`src/hw/rtl/nsd_pkg.sv`:
```
// Shared constants, codes and helpers for the NMEA sentence deframer.
`default_nettype none
package nsd_pkg;

   localparam int unsigned BYTE_W      = 8;
   localparam int unsigned LEN_W       = 8;
   localparam int unsigned STATUS_W    = 2;
   localparam int unsigned PHASE_W     = 2;
   localparam int unsigned NIBBLE_W    = 4;
   localparam int unsigned CSR_ADDR_W  = 3;
   localparam int unsigned CSR_DATA_W  = 32;
   localparam int unsigned RSP_DATA_W  = 24;

   localparam int unsigned MAX_PAYLOAD_DEFAULT = 128;

   // Register reset values
   localparam logic [BYTE_W-1:0] START_CHAR_RESET = 8'h24;  // '$'
   localparam logic [BYTE_W-1:0] CHECK_CHAR_RESET = 8'h2A;  // '*'

   // Register indexes (byte address bit 2)
   localparam logic REG_START_CHAR = 1'b0;
   localparam logic REG_CHECK_CHAR = 1'b1;

   // Phase codes
   localparam logic [PHASE_W-1:0] PH_HUNT = 2'd0;
   localparam logic [PHASE_W-1:0] PH_DATA = 2'd1;
   localparam logic [PHASE_W-1:0] PH_HIGH = 2'd2;
   localparam logic [PHASE_W-1:0] PH_LOW  = 2'd3;

   // Sentence status codes
   localparam logic [STATUS_W-1:0] ST_OK       = 2'd0;
   localparam logic [STATUS_W-1:0] ST_MISMATCH = 2'd1;
   localparam logic [STATUS_W-1:0] ST_BADHEX   = 2'd2;
   localparam logic [STATUS_W-1:0] ST_OVERFLOW = 2'd3;

   typedef struct packed {
      logic                 ok;
      logic [NIBBLE_W-1:0]  value;
   } hex_digit_type;

   // Upper-case ASCII hex digit decode; invalid digits decode to zero.
   function automatic hex_digit_type hex_decode(input logic [BYTE_W-1:0] c);
      hex_digit_type d;
      d.ok    = 1'b0;
      d.value = '0;
      if (c >= 8'h30 && c <= 8'h39) begin
         d.ok    = 1'b1;
         d.value = c[NIBBLE_W-1:0];
      end else if (c >= 8'h41 && c <= 8'h46) begin
         d.ok    = 1'b1;
         d.value = c[NIBBLE_W-1:0] + 4'd9;
      end
      return d;
   endfunction

endpackage
`default_nettype wire

```
`src/hw/rtl/nmea_sentence_deframer_core.sv`:
```
// Top level of the NMEA sentence deframer: byte stream in, payload/status words out.
`default_nettype none
// Takes one received serial byte per word on the req_ stream, hunts for the start
// character, forwards every payload byte (rsp_tuser high) while XORing it into a running
// checksum, then reads the two upper-case hex digits after the check character and closes
// the sentence with one status word (rsp_tlast high): ok, mismatch, bad hex digit, or
// payload overflow. Hunting bytes, the check character and the first checksum digit make
// no output word. Throughput is one byte per clock unless rsp_tready stalls the output; an
// accepted byte passes the input register, then the result register. Start and check
// characters are set over the csr_ port at byte addresses 0 and 4 and apply from the next
// byte; write them only while the stream is idle.
module nmea_sentence_deframer_core #(
   parameter int unsigned MAX_PAYLOAD = nsd_pkg::MAX_PAYLOAD_DEFAULT
) (
   input  wire logic                              clock,
   input  wire logic                              reset,
   // byte stream in
   input  wire logic                              req_tvalid,
   output logic                                   req_tready,
   input  wire logic [nsd_pkg::BYTE_W-1:0]        req_tdata,   // [7:0] rx_byte
   // result stream out
   output logic                                   rsp_tvalid,
   input  wire logic                              rsp_tready,
   output logic [nsd_pkg::RSP_DATA_W-1:0]         rsp_tdata,   // [7:0] payload_byte,
                                                               // [9:8] sentence_status,
                                                               // [17:10] sentence_length,
                                                               // [23:18] zero
   output logic                                   rsp_tuser,   // payload_valid
   output logic                                   rsp_tlast,   // sentence_done
   // configuration
   input  wire logic                              csr_psel,
   input  wire logic                              csr_penable,
   input  wire logic                              csr_pwrite,
   input  wire logic [nsd_pkg::CSR_ADDR_W-1:0]    csr_paddr,
   input  wire logic [nsd_pkg::CSR_DATA_W-1:0]    csr_pwdata,
   output logic [nsd_pkg::CSR_DATA_W-1:0]         csr_prdata,
   output logic                                   csr_pready
);

   localparam logic [nsd_pkg::LEN_W-1:0] MaxLen = nsd_pkg::LEN_W'(MAX_PAYLOAD);

   // ---------------- configuration registers ----------------
   logic [nsd_pkg::BYTE_W-1:0] start_char_ff, start_char_in;
   logic [nsd_pkg::BYTE_W-1:0] check_char_ff, check_char_in;
   logic                       csr_write;

   assign csr_pready = 1'b1;
   assign csr_write  = csr_psel && csr_penable && csr_pwrite && csr_pready;

   always_comb begin
      start_char_in = start_char_ff;
      check_char_in = check_char_ff;
      if (csr_write) begin
         unique case (csr_paddr[2])
            nsd_pkg::REG_START_CHAR: start_char_in = csr_pwdata[nsd_pkg::BYTE_W-1:0];
            nsd_pkg::REG_CHECK_CHAR: check_char_in = csr_pwdata[nsd_pkg::BYTE_W-1:0];
            default: ;
         endcase
      end
   end

   always_comb begin
      csr_prdata = '0;
      if (csr_paddr[1:0] == 2'b00) begin
         unique case (csr_paddr[2])
            nsd_pkg::REG_START_CHAR:
               csr_prdata = nsd_pkg::CSR_DATA_W'(start_char_ff);
            nsd_pkg::REG_CHECK_CHAR:
               csr_prdata = nsd_pkg::CSR_DATA_W'(check_char_ff);
            default: csr_prdata = '0;
         endcase
      end
   end

   always_ff @(posedge clock) begin
      if (reset) begin
         start_char_ff <= nsd_pkg::START_CHAR_RESET;
         check_char_ff <= nsd_pkg::CHECK_CHAR_RESET;
      end else begin
         start_char_ff <= start_char_in;
         check_char_ff <= check_char_in;
      end
   end

   // ---------------- input register ----------------
   logic                       in_valid_ff, in_valid_in;
   logic [nsd_pkg::BYTE_W-1:0] in_byte_ff, in_byte_in;
   logic                       advance;      // input stage word moves on this cycle

   assign advance    = in_valid_ff && (!rsp_tvalid || rsp_tready);
   assign req_tready = !in_valid_ff || advance;

   always_comb begin
      in_valid_in = in_valid_ff;
      in_byte_in  = in_byte_ff;
      if (req_tready) begin
         in_valid_in = req_tvalid;
         in_byte_in  = req_tdata;
      end
   end

   always_ff @(posedge clock) begin
      if (reset) begin
         in_valid_ff <= 1'b0;
      end else begin
         in_valid_ff <= in_valid_in;
      end
      in_byte_ff <= in_byte_in;
   end

   // ---------------- sentence state ----------------
   logic [nsd_pkg::PHASE_W-1:0]  phase_ff, phase_in;
   logic [nsd_pkg::BYTE_W-1:0]   xor_ff, xor_in;
   logic [nsd_pkg::LEN_W-1:0]    count_ff, count_in;
   logic [nsd_pkg::NIBBLE_W-1:0] high_nibble_ff, high_nibble_in;
   logic                         digit_error_ff, digit_error_in;

   // result produced by the current input word
   logic                          res_valid;
   logic                          res_payload;
   logic [nsd_pkg::BYTE_W-1:0]    res_byte;
   logic                          res_done;
   logic [nsd_pkg::STATUS_W-1:0]  res_status;
   logic [nsd_pkg::LEN_W-1:0]     res_length;

   nsd_pkg::hex_digit_type digit;
   logic [nsd_pkg::LEN_W-1:0] count_inc;

   assign digit     = nsd_pkg::hex_decode(in_byte_ff);
   assign count_inc = count_ff + 1'b1;

   always_comb begin
      phase_in       = phase_ff;
      xor_in         = xor_ff;
      count_in       = count_ff;
      high_nibble_in = high_nibble_ff;
      digit_error_in = digit_error_ff;
      res_valid      = 1'b0;
      res_payload    = 1'b0;
      res_byte       = '0;
      res_done       = 1'b0;
      res_status     = nsd_pkg::ST_OK;
      res_length     = count_ff;
      if (advance) begin
         unique case (phase_ff)
            nsd_pkg::PH_HUNT: begin
               if (in_byte_ff == start_char_ff) begin
                  phase_in       = nsd_pkg::PH_DATA;
                  xor_in         = '0;
                  count_in       = '0;
                  high_nibble_in = '0;
                  digit_error_in = 1'b0;
               end
            end
            nsd_pkg::PH_DATA: begin
               // check char wins when it equals the start char
               if (in_byte_ff == check_char_ff) begin
                  phase_in = nsd_pkg::PH_HIGH;
               end else if (count_ff >= MaxLen) begin
                  phase_in   = nsd_pkg::PH_HUNT;
                  res_valid  = 1'b1;
                  res_done   = 1'b1;
                  res_status = nsd_pkg::ST_OVERFLOW;
               end else begin
                  count_in    = count_inc;
                  xor_in      = xor_ff ^ in_byte_ff;
                  res_valid   = 1'b1;
                  res_payload = 1'b1;
                  res_byte    = in_byte_ff;
                  res_length  = count_inc;
               end
            end
            nsd_pkg::PH_HIGH: begin
               high_nibble_in = digit.value;
               digit_error_in = !digit.ok;
               phase_in       = nsd_pkg::PH_LOW;
            end
            nsd_pkg::PH_LOW: begin
               phase_in  = nsd_pkg::PH_HUNT;
               res_valid = 1'b1;
               res_done  = 1'b1;
               if (!digit.ok || digit_error_ff) begin
                  res_status = nsd_pkg::ST_BADHEX;
               end else if ({high_nibble_ff, digit.value} != xor_ff) begin
                  res_status = nsd_pkg::ST_MISMATCH;
               end else begin
                  res_status = nsd_pkg::ST_OK;
               end
            end
            default: phase_in = nsd_pkg::PH_HUNT;
         endcase
      end
   end

   always_ff @(posedge clock) begin
      if (reset) begin
         phase_ff       <= nsd_pkg::PH_HUNT;
         xor_ff         <= '0;
         count_ff       <= '0;
         high_nibble_ff <= '0;
         digit_error_ff <= 1'b0;
      end else begin
         phase_ff       <= phase_in;
         xor_ff         <= xor_in;
         count_ff       <= count_in;
         high_nibble_ff <= high_nibble_in;
         digit_error_ff <= digit_error_in;
      end
   end

   // ---------------- result register ----------------
   logic                          out_valid_ff, out_valid_in;
   logic                          out_payload_ff, out_payload_in;
   logic                          out_done_ff, out_done_in;
   logic [nsd_pkg::BYTE_W-1:0]    out_byte_ff, out_byte_in;
   logic [nsd_pkg::STATUS_W-1:0]  out_status_ff, out_status_in;
   logic [nsd_pkg::LEN_W-1:0]     out_length_ff, out_length_in;

   always_comb begin
      out_valid_in   = out_valid_ff;
      out_payload_in = out_payload_ff;
      out_done_in    = out_done_ff;
      out_byte_in    = out_byte_ff;
      out_status_in  = out_status_ff;
      out_length_in  = out_length_ff;
      if (out_valid_ff && rsp_tready) begin
         out_valid_in = 1'b0;
      end
      if (res_valid) begin
         out_valid_in   = 1'b1;
         out_payload_in = res_payload;
         out_done_in    = res_done;
         out_byte_in    = res_byte;
         out_status_in  = res_status;
         out_length_in  = res_length;
      end
   end

   always_ff @(posedge clock) begin
      if (reset) begin
         out_valid_ff <= 1'b0;
      end else begin
         out_valid_ff <= out_valid_in;
      end
      out_payload_ff <= out_payload_in;
      out_done_ff    <= out_done_in;
      out_byte_ff    <= out_byte_in;
      out_status_ff  <= out_status_in;
      out_length_ff  <= out_length_in;
   end

   assign rsp_tvalid = out_valid_ff;
   assign rsp_tuser  = out_payload_ff;
   assign rsp_tlast  = out_done_ff;
   assign rsp_tdata  = nsd_pkg::RSP_DATA_W'({out_length_ff, out_status_ff, out_byte_ff});

   // ---------------- assertions ----------------
   // payload words never close a sentence and carry status ok
   a_payload_word: assert property (@(posedge clock) disable iff (reset)
      (rsp_tvalid && rsp_tuser) |-> (!rsp_tlast && rsp_tdata[9:8] == nsd_pkg::ST_OK))
      else $error("payload word with close flag or nonzero status");

   // every output word is either payload or a sentence close
   a_word_kind: assert property (@(posedge clock) disable iff (reset)
      (rsp_tvalid && !rsp_tuser) |-> rsp_tlast)
      else $error("output word is neither payload nor close");

   // reported length stays within the payload limit
   a_length_limit: assert property (@(posedge clock) disable iff (reset)
      rsp_tvalid |-> (rsp_tdata[17:10] <= MaxLen))
      else $error("sentence length beyond limit");

   // a result is only produced from a word that left the input stage
   a_result_source: assert property (@(posedge clock) disable iff (reset)
      (rsp_tvalid && !$past(rsp_tvalid)) |-> $past(in_valid_ff))
      else $error("result appeared without an input word");

endmodule
`default_nettype wire

```
`config.mk`:
```
export PLATFORM = sky130hd
export DESIGN_NAME = nmea_sentence_deframer_core
export DESIGN_NICKNAME = d
export VERILOG_FILES = /design/src/hw/rtl/nsd_pkg.sv /design/src/hw/rtl/nmea_sentence_deframer_core.sv
export SDC_FILE = /design/constraint.sdc
export NUM_CORES = 1
export LEC_CHECK = 0
export ABC_AREA = 1
export BUFFER_PORTS_ARGS = -buffer_cell sky130_fd_sc_hd__buf_2
export CORE_MARGIN = 2
export CORE_UTILIZATION = 30
export CTS_BUF_LIST = sky130_fd_sc_hd__clkbuf_4 sky130_fd_sc_hd__clkbuf_8
export DETAILED_ROUTE_END_ITERATION = 10
export MAX_ROUTING_LAYER = met4
export PLACE_DENSITY = 0.54
export RECOVER_POWER = 25
export SKIP_CTS_REPAIR_TIMING = 1
export SYNTH_ARGS = -nofsm -noshare
export SYNTH_HDL_FRONTEND = slang
export SYNTH_SLANG_ARGS = --single-unit
```
`constraint.sdc`:
```
create_clock -name clock -period 1.9 [get_ports clock]
set_input_delay 0.38 -clock clock [delete_from_list [all_inputs] [get_ports clock]]
set_output_delay 0.38 -clock clock [all_outputs]
set_load 0.02 [all_outputs]
```
======== After elaboration in Yosys (flattened, before gate mapping) ========
Index checks and enable logic that the tools add are counted.
cells by class
  $add $sub $neg .......................... 2
  multipliers ............................. 0
  div/mod/pow operators ................... 0
  magnitude comparators ................... 5
  eq/ne operators ......................... 10
  shift operators ......................... 0
  mux-type cells .......................... 35
  bitwise gates (word level) .............. 4
  reductions and logical operators ........ 25
operators with widths
  cell                                                                    number
  32-bit case mux with 2 select lines                                     1
  8-bit 2-to-1 mux                                                        7
  32-bit 2-to-1 mux                                                       1
  8-bit case mux with 2 select lines                                      2
  8-bit equality test                                                     2
  2-bit 2-to-1 mux                                                        6
  5-bit 2-to-1 mux                                                        2
  1-bit 2-to-1 mux                                                        9
  3-bit AND reduction                                                     3
  8-bit by 1-bit adder with 8-bit output (second input constant)          1
  8-bit by 6-bit >= comparator with 1-bit output (second input constant)  1
  8-bit by 7-bit >= comparator with 1-bit output (second input constant)  1
  8-bit >= comparator (second input constant)                             1
  8-bit by 6-bit <= comparator with 1-bit output (second input constant)  1
  8-bit by 7-bit <= comparator with 1-bit output (second input constant)  1
  8-bit inequality test                                                   1
  2-bit case mux with 4 select lines                                      1
  4-bit case mux with 2 select lines                                      1
  8-bit XOR                                                               1
  1-bit logical AND                                                       6
  2-bit inequality test (second input constant)                           3
  1-bit case mux with 2 select lines                                      3
  2-bit nonzero test                                                      3
  5-bit AND reduction                                                     1
  13 further kinds                                                        22
word-level totals
  register bits ........................... 69
  bits in latches ......................... 0
  memory bits (writable) .................. 0
  bits in read-only memories .............. 0
  output and inout port bits .............. 61
  logic and storage cells ................. 96
  memories ................................ 0

======== Depth between registers and ports, before layout ========
Gate-level depths: netlist of run 1.
  depth in word-level cells ............... 8
  depth in mapped cells ................... 16

======== Worst setup path before layout of run 1 ========
No wires, ideal clock.
  kind .................................... register to register
  start ................................... reg in_byte_ff[0] in the netlist's numbering
  end ..................................... reg out_status_ff[0] in the netlist's numbering, data pin
  library setup time ...................... 0.270 ns
  arrival time ............................ 1.600 ns
  path slack .............................. 0.031 ns
  cell stages (with the launch flop) ...... 15
  cell sequence ........................... edfxtp_1 > buf_4 > inv_1 > ha_1 > nand2_1 > nand3_1 > nand2_1 > nand2_1 > nand2_1 > nand2_1 > nand3_1 > nor2_1 > nand2_1 > nand2_1 > a21oi_1
between the ends
  word-level cells in the longest chain between the ends .. 8
  elaborated cells on any way between the ends .. 17
  classes of those cells .................. add/sub: 1; order compare: 4; eq/ne: 2; mux: 6; reduce/logical: 4
ends and longest elaborated chain
  element                                                                                                           line                                                                    text
  start, declared                                                                                                   nmea_sentence_deframer_core.sv:87                                       logic [nsd_pkg::BYTE_W-1:0] in_byte_ff, in_byte_in;
  start signal, assigned                                                                                            nmea_sentence_deframer_core.sv:108                                      in_byte_ff <= in_byte_in;
  8-bit by 7-bit >= comparator with 1-bit output or 8-bit by 7-bit <= comparator with 1-bit output (tied branches)  nsd_pkg.sv:49                                                           end else if (c >= 8'h41 && c <= 8'h46) begin
  1-bit logical AND                                                                                                 nsd_pkg.sv:49
  5-bit 2-to-1 mux                                                                                                  nsd_pkg.sv:49
  5-bit 2-to-1 mux                                                                                                  nsd_pkg.sv:46                                                           if (c >= 8'h30 && c <= 8'h39) begin
  8-bit inequality test or 1-bit logical NOT (tied branches)                                                        nmea_sentence_deframer_core.sv:184, nmea_sentence_deframer_core.sv:182
  1-bit 2-to-1 mux or 1-bit logical OR (tied branches)                                                              nmea_sentence_deframer_core.sv:184, nmea_sentence_deframer_core.sv:182
  2-bit 2-to-1 mux                                                                                                  nmea_sentence_deframer_core.sv:182                                      if (!digit.ok || digit_error_ff) begin
  2-bit case mux with 2 select lines (*)                                                                            nmea_sentence_deframer_core.sv:145                                      unique case (phase_ff)
  end signal, assigned                                                                                              nmea_sentence_deframer_core.sv:248                                      out_status_ff <= out_status_in;
  end, declared                                                                                                     nmea_sentence_deframer_core.sv:216                                      logic [nsd_pkg::STATUS_W-1:0] out_status_ff, out_status_in;
Mark *: on every way between the ends. The rest lies on a longest branch, timed or not.
A chain may end at the register's enable or synchronous reset.

======== Final worst setup path of run 1 ========
  start ................................... reg in_byte_ff[1] in the netlist's numbering
  end ..................................... reg out_status_ff[0] in the netlist's numbering, data pin
The elaborated chain is that of the path after synthesis.

==> results.json, run 1 <==
{
  "initial_utilization_pct": 30.6,
  "cp.required_ns": 2.01,
  "grt_use_total_pct": 14.5,
  "yosys.area.top_type": "edfxtp_1",
  "rsz0062_at_grt": "true",
  "critPathSlowestCell": "edfxtp_1",
  "status": "complete, but fails checks",
  "layout-drive-gt1-share_pct": 35.7,
  "synth_top_area_share_pct": 21.9,
  "die_w_um": 117,
  "dieArea_um2": 13700,
  "nNetsFinal": 653,
  "ys_top_cells_by_area": "edfxtp_1 22%, dfxtp_1 21%, nand2_1 9.4%",
  "max_cap_violations": 0,
  "cts_tree": "yes",
  "routabilityCongestion": 0.841,
  "grt_pass1_wl_um": 14700,
  "htreeDepth": 3,
  "fin_crit_ns": 1.94,
  "io_pins": 111,
  "synth-main-ff-cell": "dfxtp_1",
  "cp-start-kind": "register",
  "synth.distinct_cells": 38,
  "layout.filler_cells": 1267,
  "diodes": 0,
  "cp_max_fo": 5,
  "clkSinkCount": 69,
  "fin_crit_sh_pct": 102,
  "tightest_slew_ns": 0.555,
  "route.detailed.drc": 0,
  "routed_wl_um": 9550,
  "worst_clock_skew_ns": 0.00755,
  "hold_violations": 0,
  "ys_seq_area_share_pct": 43.3,
  "syn_area_per_cell_um2": 8.02,
  "clk_latency_ns": 0.35,
  "rows": 41,
  "instances_no_fill": 775,
  "cpPeakStageDelay_ns": 0.41,
  "vias_per_cell": 4.39,
  "leakagePower_nw": 2.14,
  "dp.final_hpwl_um": 6810,
  "violations": "setup timing",
  "min_path_type": "primary input to register",
  "cts_root_buf": "clkbuf_8",
  "syn_area_um2": 3840,
  "drt_pass1_iterations": 4,
  "syn_to_final_growth_pct": 31.8,
  "synth_edf_count": 28,
  "worst_slack_ns": -0.0382,
  "power_w": 0.00317,
  "synth_most_common_cell": "nand2_1",
  "crit_type": "register to register",
  "dp_cells": 742,
  "numCtsBuffers": 9,
  "grt-ovfl-total": 0,
  "path_clk_slew_ns": 0.08,
  "synth_common_cells": "96 x nand2_1, 57 x nor2_1, 41 x dfxtp_1, 41 x nand3_1, 39 x a21oi_1",
  "grt_start_max_net_pins": 28,
  "fmax_mhz": 516,
  "clock_path_buffers": 2,
  "grt_pass1_vias": 3008,
  "core_um2": 12600,
  "crit_top_cell": "nand2_2",
  "syn_inst": 479,
  "synth_seq_cells": 69,
  "power_density_nw_per_um2": 627,
  "antenna_found_initial": 0,
  "yosys_warnings": 0,
  "endpoint_kind": "register",
  "pre_cts_ws_ns": -0.0807,
  "drv_slew": 0,
  "synthArstFlopShare_pct": 0,
  "ir_drop_mv": 0.305,
  "crit_chain": "inv_2 -> buf_12 -> ha_4 -> nand2_2 -> nand3_4 -> nand2_4 -> nand2_2 -> nand2_2 -> nand2_1 -> nand2_1 -> nand3_2 -> nor2_2 -> nand2_2 -> nand2_2 -> a21oi_2",
  "dr_total_vias": 3401,
  "drtAntennaViolNets": 0,
  "cp.arrival_ns": 2.05,
  "setup_viol": 13,
  "die_y_um": 117,
  "io_buffers": 55,
  "wl_per_cell_um": 12.3,
  "max_slew_margin_pct": 63.0,
  "drt_iter0_markers": 136
}
==> layout make-up <==
cell class | count | area, um2 | share of cell area [%]
multi-input combinational | 352 | 1990 | 39.4
sequential | 69 | 1660 | 32.8
timing repair buffer | 120 | 798 | 15.8
tap | 172 | 215 | 4.25
inverter | 45 | 186 | 3.68
clock buffer | 9 | 124 | 2.45
clock inverter | 7 | 73.8 | 1.46
timing repair inverter | 1 | 8.76 | 0.173
==> registers in the layout (all words and copies together) (netlist names), 2 cells and up, named ones only <==
register / flops
check_char_ff: 8
count_ff: 8
high_nibble_ff: 4
in_byte_ff: 8
out_byte_ff: 8
out_length_ff: 8
out_status_ff: 2
start_char_ff: 8
xor_ff: 8
==> placed cells by master (no fill, tap or decap), types with 10 or more instances in the layout <==
cell,n
a21oi_1,32
buf_2,54
buf_4,58
conb_1,31
dfxtp_1,41
edfxtp_1,28
inv_1,29
inv_2,12
nand2_1,77
nand2_2,17
nand3_1,32
nor2_1,50
nor2_2,10
o21ai_0,22
xnor2_1,17
==> power breakdown <==
| group | leakage (nW) | internal (W) | switching, W |
|---|---|---|---|
| clock | 0.100 | 0.000613 | 0.000620 |
| sequential | 0.590 | 0.00155 | 0.0000223 |
| combinational | 1.45 | 0.000145 | 0.000220 |
==> worst max-delay path: cells and delay by family, from the launching register on <==
family          cells  cell delay (ns)
simple gates       11             0.87
fa+ha+maj           1             0.15
flops               1             0.41
buf+inv             2             0.21
compound gates      1             0.04
==> worst paths after layout <==
path                               start                        endpoint  slack, ns  cells after the start
max              in_byte_ff[1]$_DFFE_PP_  out_status_ff[0]$_SDFFCE_PN0P_      -0.04                     15
min                         req_tdata[5]         in_byte_ff[5]$_DFFE_PP_       0.20                      1
max reg2reg      in_byte_ff[1]$_DFFE_PP_  out_status_ff[0]$_SDFFCE_PN0P_      -0.04                     15
min reg2reg  digit_error_ff$_SDFFE_PP0P_     digit_error_ff$_SDFFE_PP0P_       0.48                      2
==> through the flow <==
stage | hold WS (ns) | util [%] | setup TNS, ns | instance area [um2]
after global routing | 0.182 | 40.3 | -4.91 | 5060
final | 0.200 | 40.3 | -0.218 | 5060
after detailed placement | 0.458 | 35.8 | -1.66 | 4510
after floorplan | 0.445 | - | 0 | 3950
after global placement | 0.458 | 35.8 | -2.36 | 4510
after CTS | 0.183 | 37.4 | -2.14 | 4700
==> cells by family after synthesis <==
kind of cell | synth area share (%)
and+or+nand+nor | 26.8
buffers and inverters | 12.9
AOI/OAI and AO/OA | 9.91
DFF | 43.3
xor gates and xnor gates | 5.25
adders and majority gates | 1.63
other | 0.196
==> per-layer routing <==
metal	track usage, %	wire length (um)	share of wire [%]
met1	20.1	4750	50
met2	21.4	4220	44
met3	2.57	438	4.6
met4	5.18	144	1.5
met5	-	0	0
Power figures use the tool's default switching activity.
==> inputs of run 2 (changes only) <==
CORE_ASPECT_RATIO = 0.8   (was default)
REMOVE_ABC_BUFFERS = 1   (was default)
SLEW_MARGIN = 20   (was default)
==> results.json, run 2 (same netlist as run 1, synthesis figures left out) <==
{
  "status": "complete, but fails checks",
  "violations": "setup timing",
  "rr_worst_depth": 14,
  "final.hold.worst_slack_ns": 0.192,
  "combPwrFrac_pct": 11.2,
  "grt-ovfl-total": 0,
  "crit_type": "register to register",
  "leakagePower_nw": 2.14,
  "max_cap_violations": 0,
  "clkPwrFrac_pct": 38.5,
  "cts_root_buf": "clkbuf_8",
  "power_w": 0.00315,
  "r2r-start": "in_byte_ff[0]$_DFFE_PP_",
  "min_path_type": "primary input to register",
  "r2r_slack_ns": -0.09,
  "p_switching_w": 0.000778,
  "cpPeakStageDelay_ns": 0.51,
  "drv_slew": 0,
  "io_pins": 111,
  "initial_utilization_pct": 31.1,
  "io_buffers": 55,
  "layout-drive-gt1-share_pct": 33.9,
  "rsz0062_at_grt": "true",
  "drt_pass1_iterations": 4,
  "die_w_um": 130,
  "pre_cts_ws_ns": -0.0975,
  "antenna_found_initial": 0,
  "setup_viol": 19,
  "clk_latency_ns": 0.36,
  "clkSinkCount": 69,
  "drt_iter0_markers": 168,
  "worst_slack_ns": -0.0931,
  "rows": 36,
  "diodes": 0,
  "crit_chain": "inv_2 -> ha_4 -> nand2_2 -> nand3_4 -> buf_6 -> nand3_2 -> nand2_2 -> nand2_2 -> nand2_2 -> nand3_2 -> nor2_1 -> nand2_1 -> nand2_1 -> a21oi_2",
  "grt_start_max_net_pins": 28,
  "endpoint_kind": "register",
  "critPathSlowestCell": "edfxtp_1",
  "path_clk_slew_ns": 0.07,
  "dr_total_vias": 3441,
  "tns_ns": -1.11,
  "ir_drop_mv": 0.291,
  "layout.filler_cells": 1262,
  "routabilityCongestion": 0.807,
  "dieArea_um2": 13700,
  "drtAntennaViolNets": 0,
  "seq_power_share_pct": 50.3,
  "fin_crit_sh_pct": 105,
  "die_y_um": 105,
  "mostFrequentLayoutCell": "nand2_1",
  "crit_end": "out_status_ff[0]$_SDFFCE_PN0P_",
  "worst-path-buf-inv": 2,
  "switching_share_pct": 24.7,
  "fmax_mhz": 502,
  "worst_clock_skew_ns": 0.00936,
  "numCtsBuffers": 9,
  "cts_tree": "yes",
  "clock_path_buffers": 2,
  "wl_per_cell_um": 12.7,
  "power_density_nw_per_um2": 624,
  "crit_family": "simple AND/OR/NAND/NOR gates",
  "core_um2": 12300,
  "syn_to_final_growth_pct": 31.3,
  "route.detailed.drc": 0,
  "vias_per_cell": 4.47,
  "fin_crit_ns": 1.99,
  "grt_pass1_wl_um": 15200,
  "cp.required_ns": 2.02,
  "hold_violations": 0,
  "crit_top_cell": "nand2_2",
  "nNetsFinal": 649,
  "grt_use_total_pct": 14.7,
  "worstSetupPathDepth": 14,
  "htreeDepth": 3,
  "grt_pass1_vias": 3136,
  "dp.final_hpwl_um": 7090,
  "cp.arrival_ns": 2.11,
  "critPathLaunch": "in_byte_ff[0]$_DFFE_PP_",
  "p_int_w": 0.00237,
  "layout_common_cells": "82 x nand2_1, 55 x buf_2, 54 x buf_4",
  "cp-start-kind": "register",
  "reg2reg_to": "out_status_ff[0]$_SDFFCE_PN0P_",
  "routed_wl_um": 9780,
  "cp_max_fo": 4
}
==> run 2: cell count changes in the layout (fill, tap and decap cells not counted), sizes merged <==
cell	delta
buf	-3
inv	-2
clkbuf	+4
clkinv	-2
clkinvlp	-1
==> run 2: power by group through the flow <==
stage	clock (W)	combinational, W	sequential (W)
3_5_place_dp	0	0.000305	0.00161
6_report	0.00121	0.000354	0.00158
3_3_place_gp	0	0.000301	0.00161
4_1_cts	0.00124	0.000306	0.00158
5_1_grt	0.00131	0.000386	0.00158
2_1_floorplan	0	0.000170	0.00161
==> run 2: worst min path at each step <==
stage,startpoint,end,cells past startpoint
after floorplan,digit_error_ff$_SDFFE_PP0P_,digit_error_ff$_SDFFE_PP0P_,2
after global placement,digit_error_ff$_SDFFE_PP0P_,digit_error_ff$_SDFFE_PP0P_,2
after detailed placement,digit_error_ff$_SDFFE_PP0P_,digit_error_ff$_SDFFE_PP0P_,2
after CTS,req_tdata[6],in_byte_ff[6]$_DFFE_PP_,1
after global routing,req_tdata[5],in_byte_ff[5]$_DFFE_PP_,1
final,req_tdata[6],in_byte_ff[6]$_DFFE_PP_,1
==> run 2: final cells by class <==
| class | instances | area, um2 | share of cell area [%] |
|---|---|---|---|
| Multi-Input combinational cell | 352 | 2000 | 39.7 |
| Sequential cell | 69 | 1660 | 33.0 |
| Timing Repair Buffer | 116 | 773 | 15.3 |
| Tap cell | 171 | 214 | 4.24 |
| Inverter | 45 | 186 | 3.70 |
| Clock buffer | 14 | 161 | 3.20 |
| Clock inverter | 2 | 33.8 | 0.670 |
| Timing Repair inverter | 1 | 8.76 | 0.174 |
==> run 2: worst register-to-register path, stage by stage, from the launching register on <==
cell	delay [ns]
edfxtp_1	0.51
inv_2	0.13
ha_4	0.14
nand2_2	0.07
nand3_4	0.10
buf_6	0.11
nand3_2	0.06
nand2_2	0.10
nand2_2	0.07
nand2_2	0.06
nand3_2	0.07
nor2_1	0.11
nand2_1	0.09
nand2_1	0.09
a21oi_2	0.06
==> run 2: routing by layer <==
layer,track usage (%),routed length [um],vias to the layer above
met4,5.85,159,0
met3,3.58,635,16
met1,20.9,4700,1585
met2,19.9,4280,94
li1,-,-,1746
met5,-,0,-
==> run 2: metrics by stage <==
step / cell area (um2) / utilization (%) / std cells
finish: 5040 / 40.8 / 770
global route: 5040 / 40.8 / 770
CTS: 4680 / 37.9 / 754
detailed placement: 4480 / 36.3 / 738
global placement: 4480 / 36.3 / 738
floorplan: 3630 / - / 466
==> inputs of run 3 (changes only) <==
CELL_PAD_IN_SITES_DETAIL_PLACEMENT = 0   (was default)
CELL_PAD_IN_SITES_GLOBAL_PLACEMENT = 1   (was default)
CORE_ASPECT_RATIO = default   (was 0.8)
PLACE_DENSITY = 0.7   (was 0.54)
==> results.json, run 3 (same netlist as run 1, synthesis figures left out) <==
{
  "vias_per_cell": 4.51,
  "grt_pass1_wl_um": 15400,
  "clock_path_buffers": 2,
  "route.detailed.drc": 0,
  "mostFrequentLayoutCell": "nand2_1",
  "antenna_found_initial": 0,
  "htreeDepth": 3,
  "hold_violations": 0,
  "drt_iter0_markers": 158,
  "fin_crit_sh_pct": 106,
  "io_pins": 111,
  "endpoint_kind": "register",
  "status": "complete, but fails checks",
  "grt-ovfl-total": 0,
  "cp_max_fo": 8,
  "core_um2": 12600,
  "wl_per_cell_um": 13.3,
  "power_density_nw_per_um2": 596,
  "combPwrFrac_pct": 11.1,
  "dp_cells": 738,
  "leakagePower_nw": 2.12,
  "rows": 41,
  "rsz0062_at_grt": "true",
  "numCtsBuffers": 9,
  "final.hold.worst_slack_ns": 0.201,
  "clkPwrFrac_pct": 36.8,
  "fmax_mhz": 496,
  "clkSinkCount": 69,
  "routed_wl_um": 10200,
  "dr_total_vias": 3479,
  "initial_utilization_pct": 30.6,
  "tightest_slew_ns": 0.675,
  "power_w": 0.00303,
  "max_slew_margin_pct": 55.0,
  "crit_type": "register to register",
  "grt_use_total_pct": 15.4,
  "routabilityCongestion": 0.830,
  "violations": "setup timing",
  "drt_pass1_iterations": 5,
  "cp.required_ns": 2.12,
  "switching_share_pct": 25.9,
  "layout_common_cells": "78 x nand2_1, 54 x buf_2, 52 x nor2_1",
  "cts_tree": "yes",
  "fin_crit_ns": 2.02,
  "dp.final_hpwl_um": 7350,
  "syn_to_final_growth_pct": 32.5,
  "layout.filler_cells": 1260,
  "p_switching_w": 0.000786,
  "ir_drop_mv": 0.323,
  "drv_slew": 0,
  "instances_no_fill": 772,
  "cp-start-kind": "register",
  "seq_power_share_pct": 52.1,
  "cts_root_buf": "clkbuf_8",
  "grt_start_max_net_pins": 28,
  "setup_viol": 17,
  "path_clk_slew_ns": 0.08,
  "grt_pass1_vias": 3243,
  "die_w_um": 117,
  "die_y_um": 117,
  "nNetsFinal": 650,
  "diodes": 0,
  "worst_slack_ns": -0.118,
  "min_path_type": "primary input to register",
  "io_buffers": 55,
  "clk_latency_ns": 0.35,
  "p_int_w": 0.00224,
  "dieArea_um2": 13700,
  "max_cap_violations": 0,
  "layout-drive-gt1-share_pct": 35.0,
  "drtAntennaViolNets": 0,
  "worst_clock_skew_ns": 0.0117,
  "cp.arrival_ns": 2.24
}
run 3: changes by cell type in the layout (fill, tap and decap cells not counted), moves of 4 or more:
cell,previous run,this run
nand3_1,27,32
nand3_2,13,8
buf_4,54,50
buf_6,3,7
nand2_1,82,78
run 3: final timing paths:
kind	end	cells after the start	slack (ns)	startpoint
setup / recovery	count_ff[4]$_SDFFE_PP0P_	10	-0.12	in_byte_ff[0]$_DFFE_PP_
hold / removal	in_byte_ff[1]$_DFFE_PP_	1	0.20	req_tdata[1]
setup reg to reg	count_ff[4]$_SDFFE_PP0P_	10	-0.12	in_byte_ff[0]$_DFFE_PP_
hold reg to reg	high_nibble_ff[1]$_SDFFE_PP0P_	2	0.48	high_nibble_ff[1]$_SDFFE_PP0P_
run 3: metrics by stage:
stage	TNS (ns)	utilization [%]	cell area [um2]	setup slack, ns
6_report	-1.25	40.5	5090	-0.118
5_1_grt	-2.80	40.5	5090	-0.177
4_1_cts	-1.49	37.0	4650	-0.111
3_5_place_dp	-1.30	35.6	4480	-0.104
3_3_place_gp	-1.76	35.6	4480	-0.0916
2_1_floorplan	0	-	3630	0.0336
run 3: layer usage:
| layer | share of wire [%] | up-vias | GRT usage, % |
|---|---|---|---|
| met4 | 2.2 | 0 | 6.98 |
| met5 | 0 | - | - |
| met3 | 4.6 | 17 | 2.78 |
| li1 | - | 1740 | - |
| met1 | 45 | 1636 | 18.9 |
| met2 | 49 | 86 | 24.7 |
run 3: critical path: stages (launching register included):
cell      delay (ns)
edfxtp_1        0.45
buf_6           0.17
buf_6           0.11
xor2_2          0.14
nor3_2          0.20
nand3_2         0.16
nand2_4         0.11
nand3_4         0.19
buf_6           0.21
nand2_1         0.05
a21oi_1         0.07
run 3: layout make-up:
type	count	area, um2	area share [%]
multi-input combinational	352	2030	39.8
sequential	69	1660	32.7
timing repair buffer	117	806	15.8
tap	172	215	4.23
inverter	45	194	3.81
clock buffer	14	168	3.29
clock inverter	2	10.0	0.197
timing repair inverter	1	8.76	0.172
run 3: power groups by stage:
stage | Combinational (W) | Clock (W) | Sequential (W)
6_report | 0.000337 | 0.00112 | 0.00158
5_1_grt | 0.000368 | 0.00121 | 0.00158
4_1_cts | 0.000299 | 0.00114 | 0.00158
3_5_place_dp | 0.000298 | 0 | 0.00161
3_3_place_gp | 0.000295 | 0 | 0.00161
2_1_floorplan | 0.000170 | 0 | 0.00161
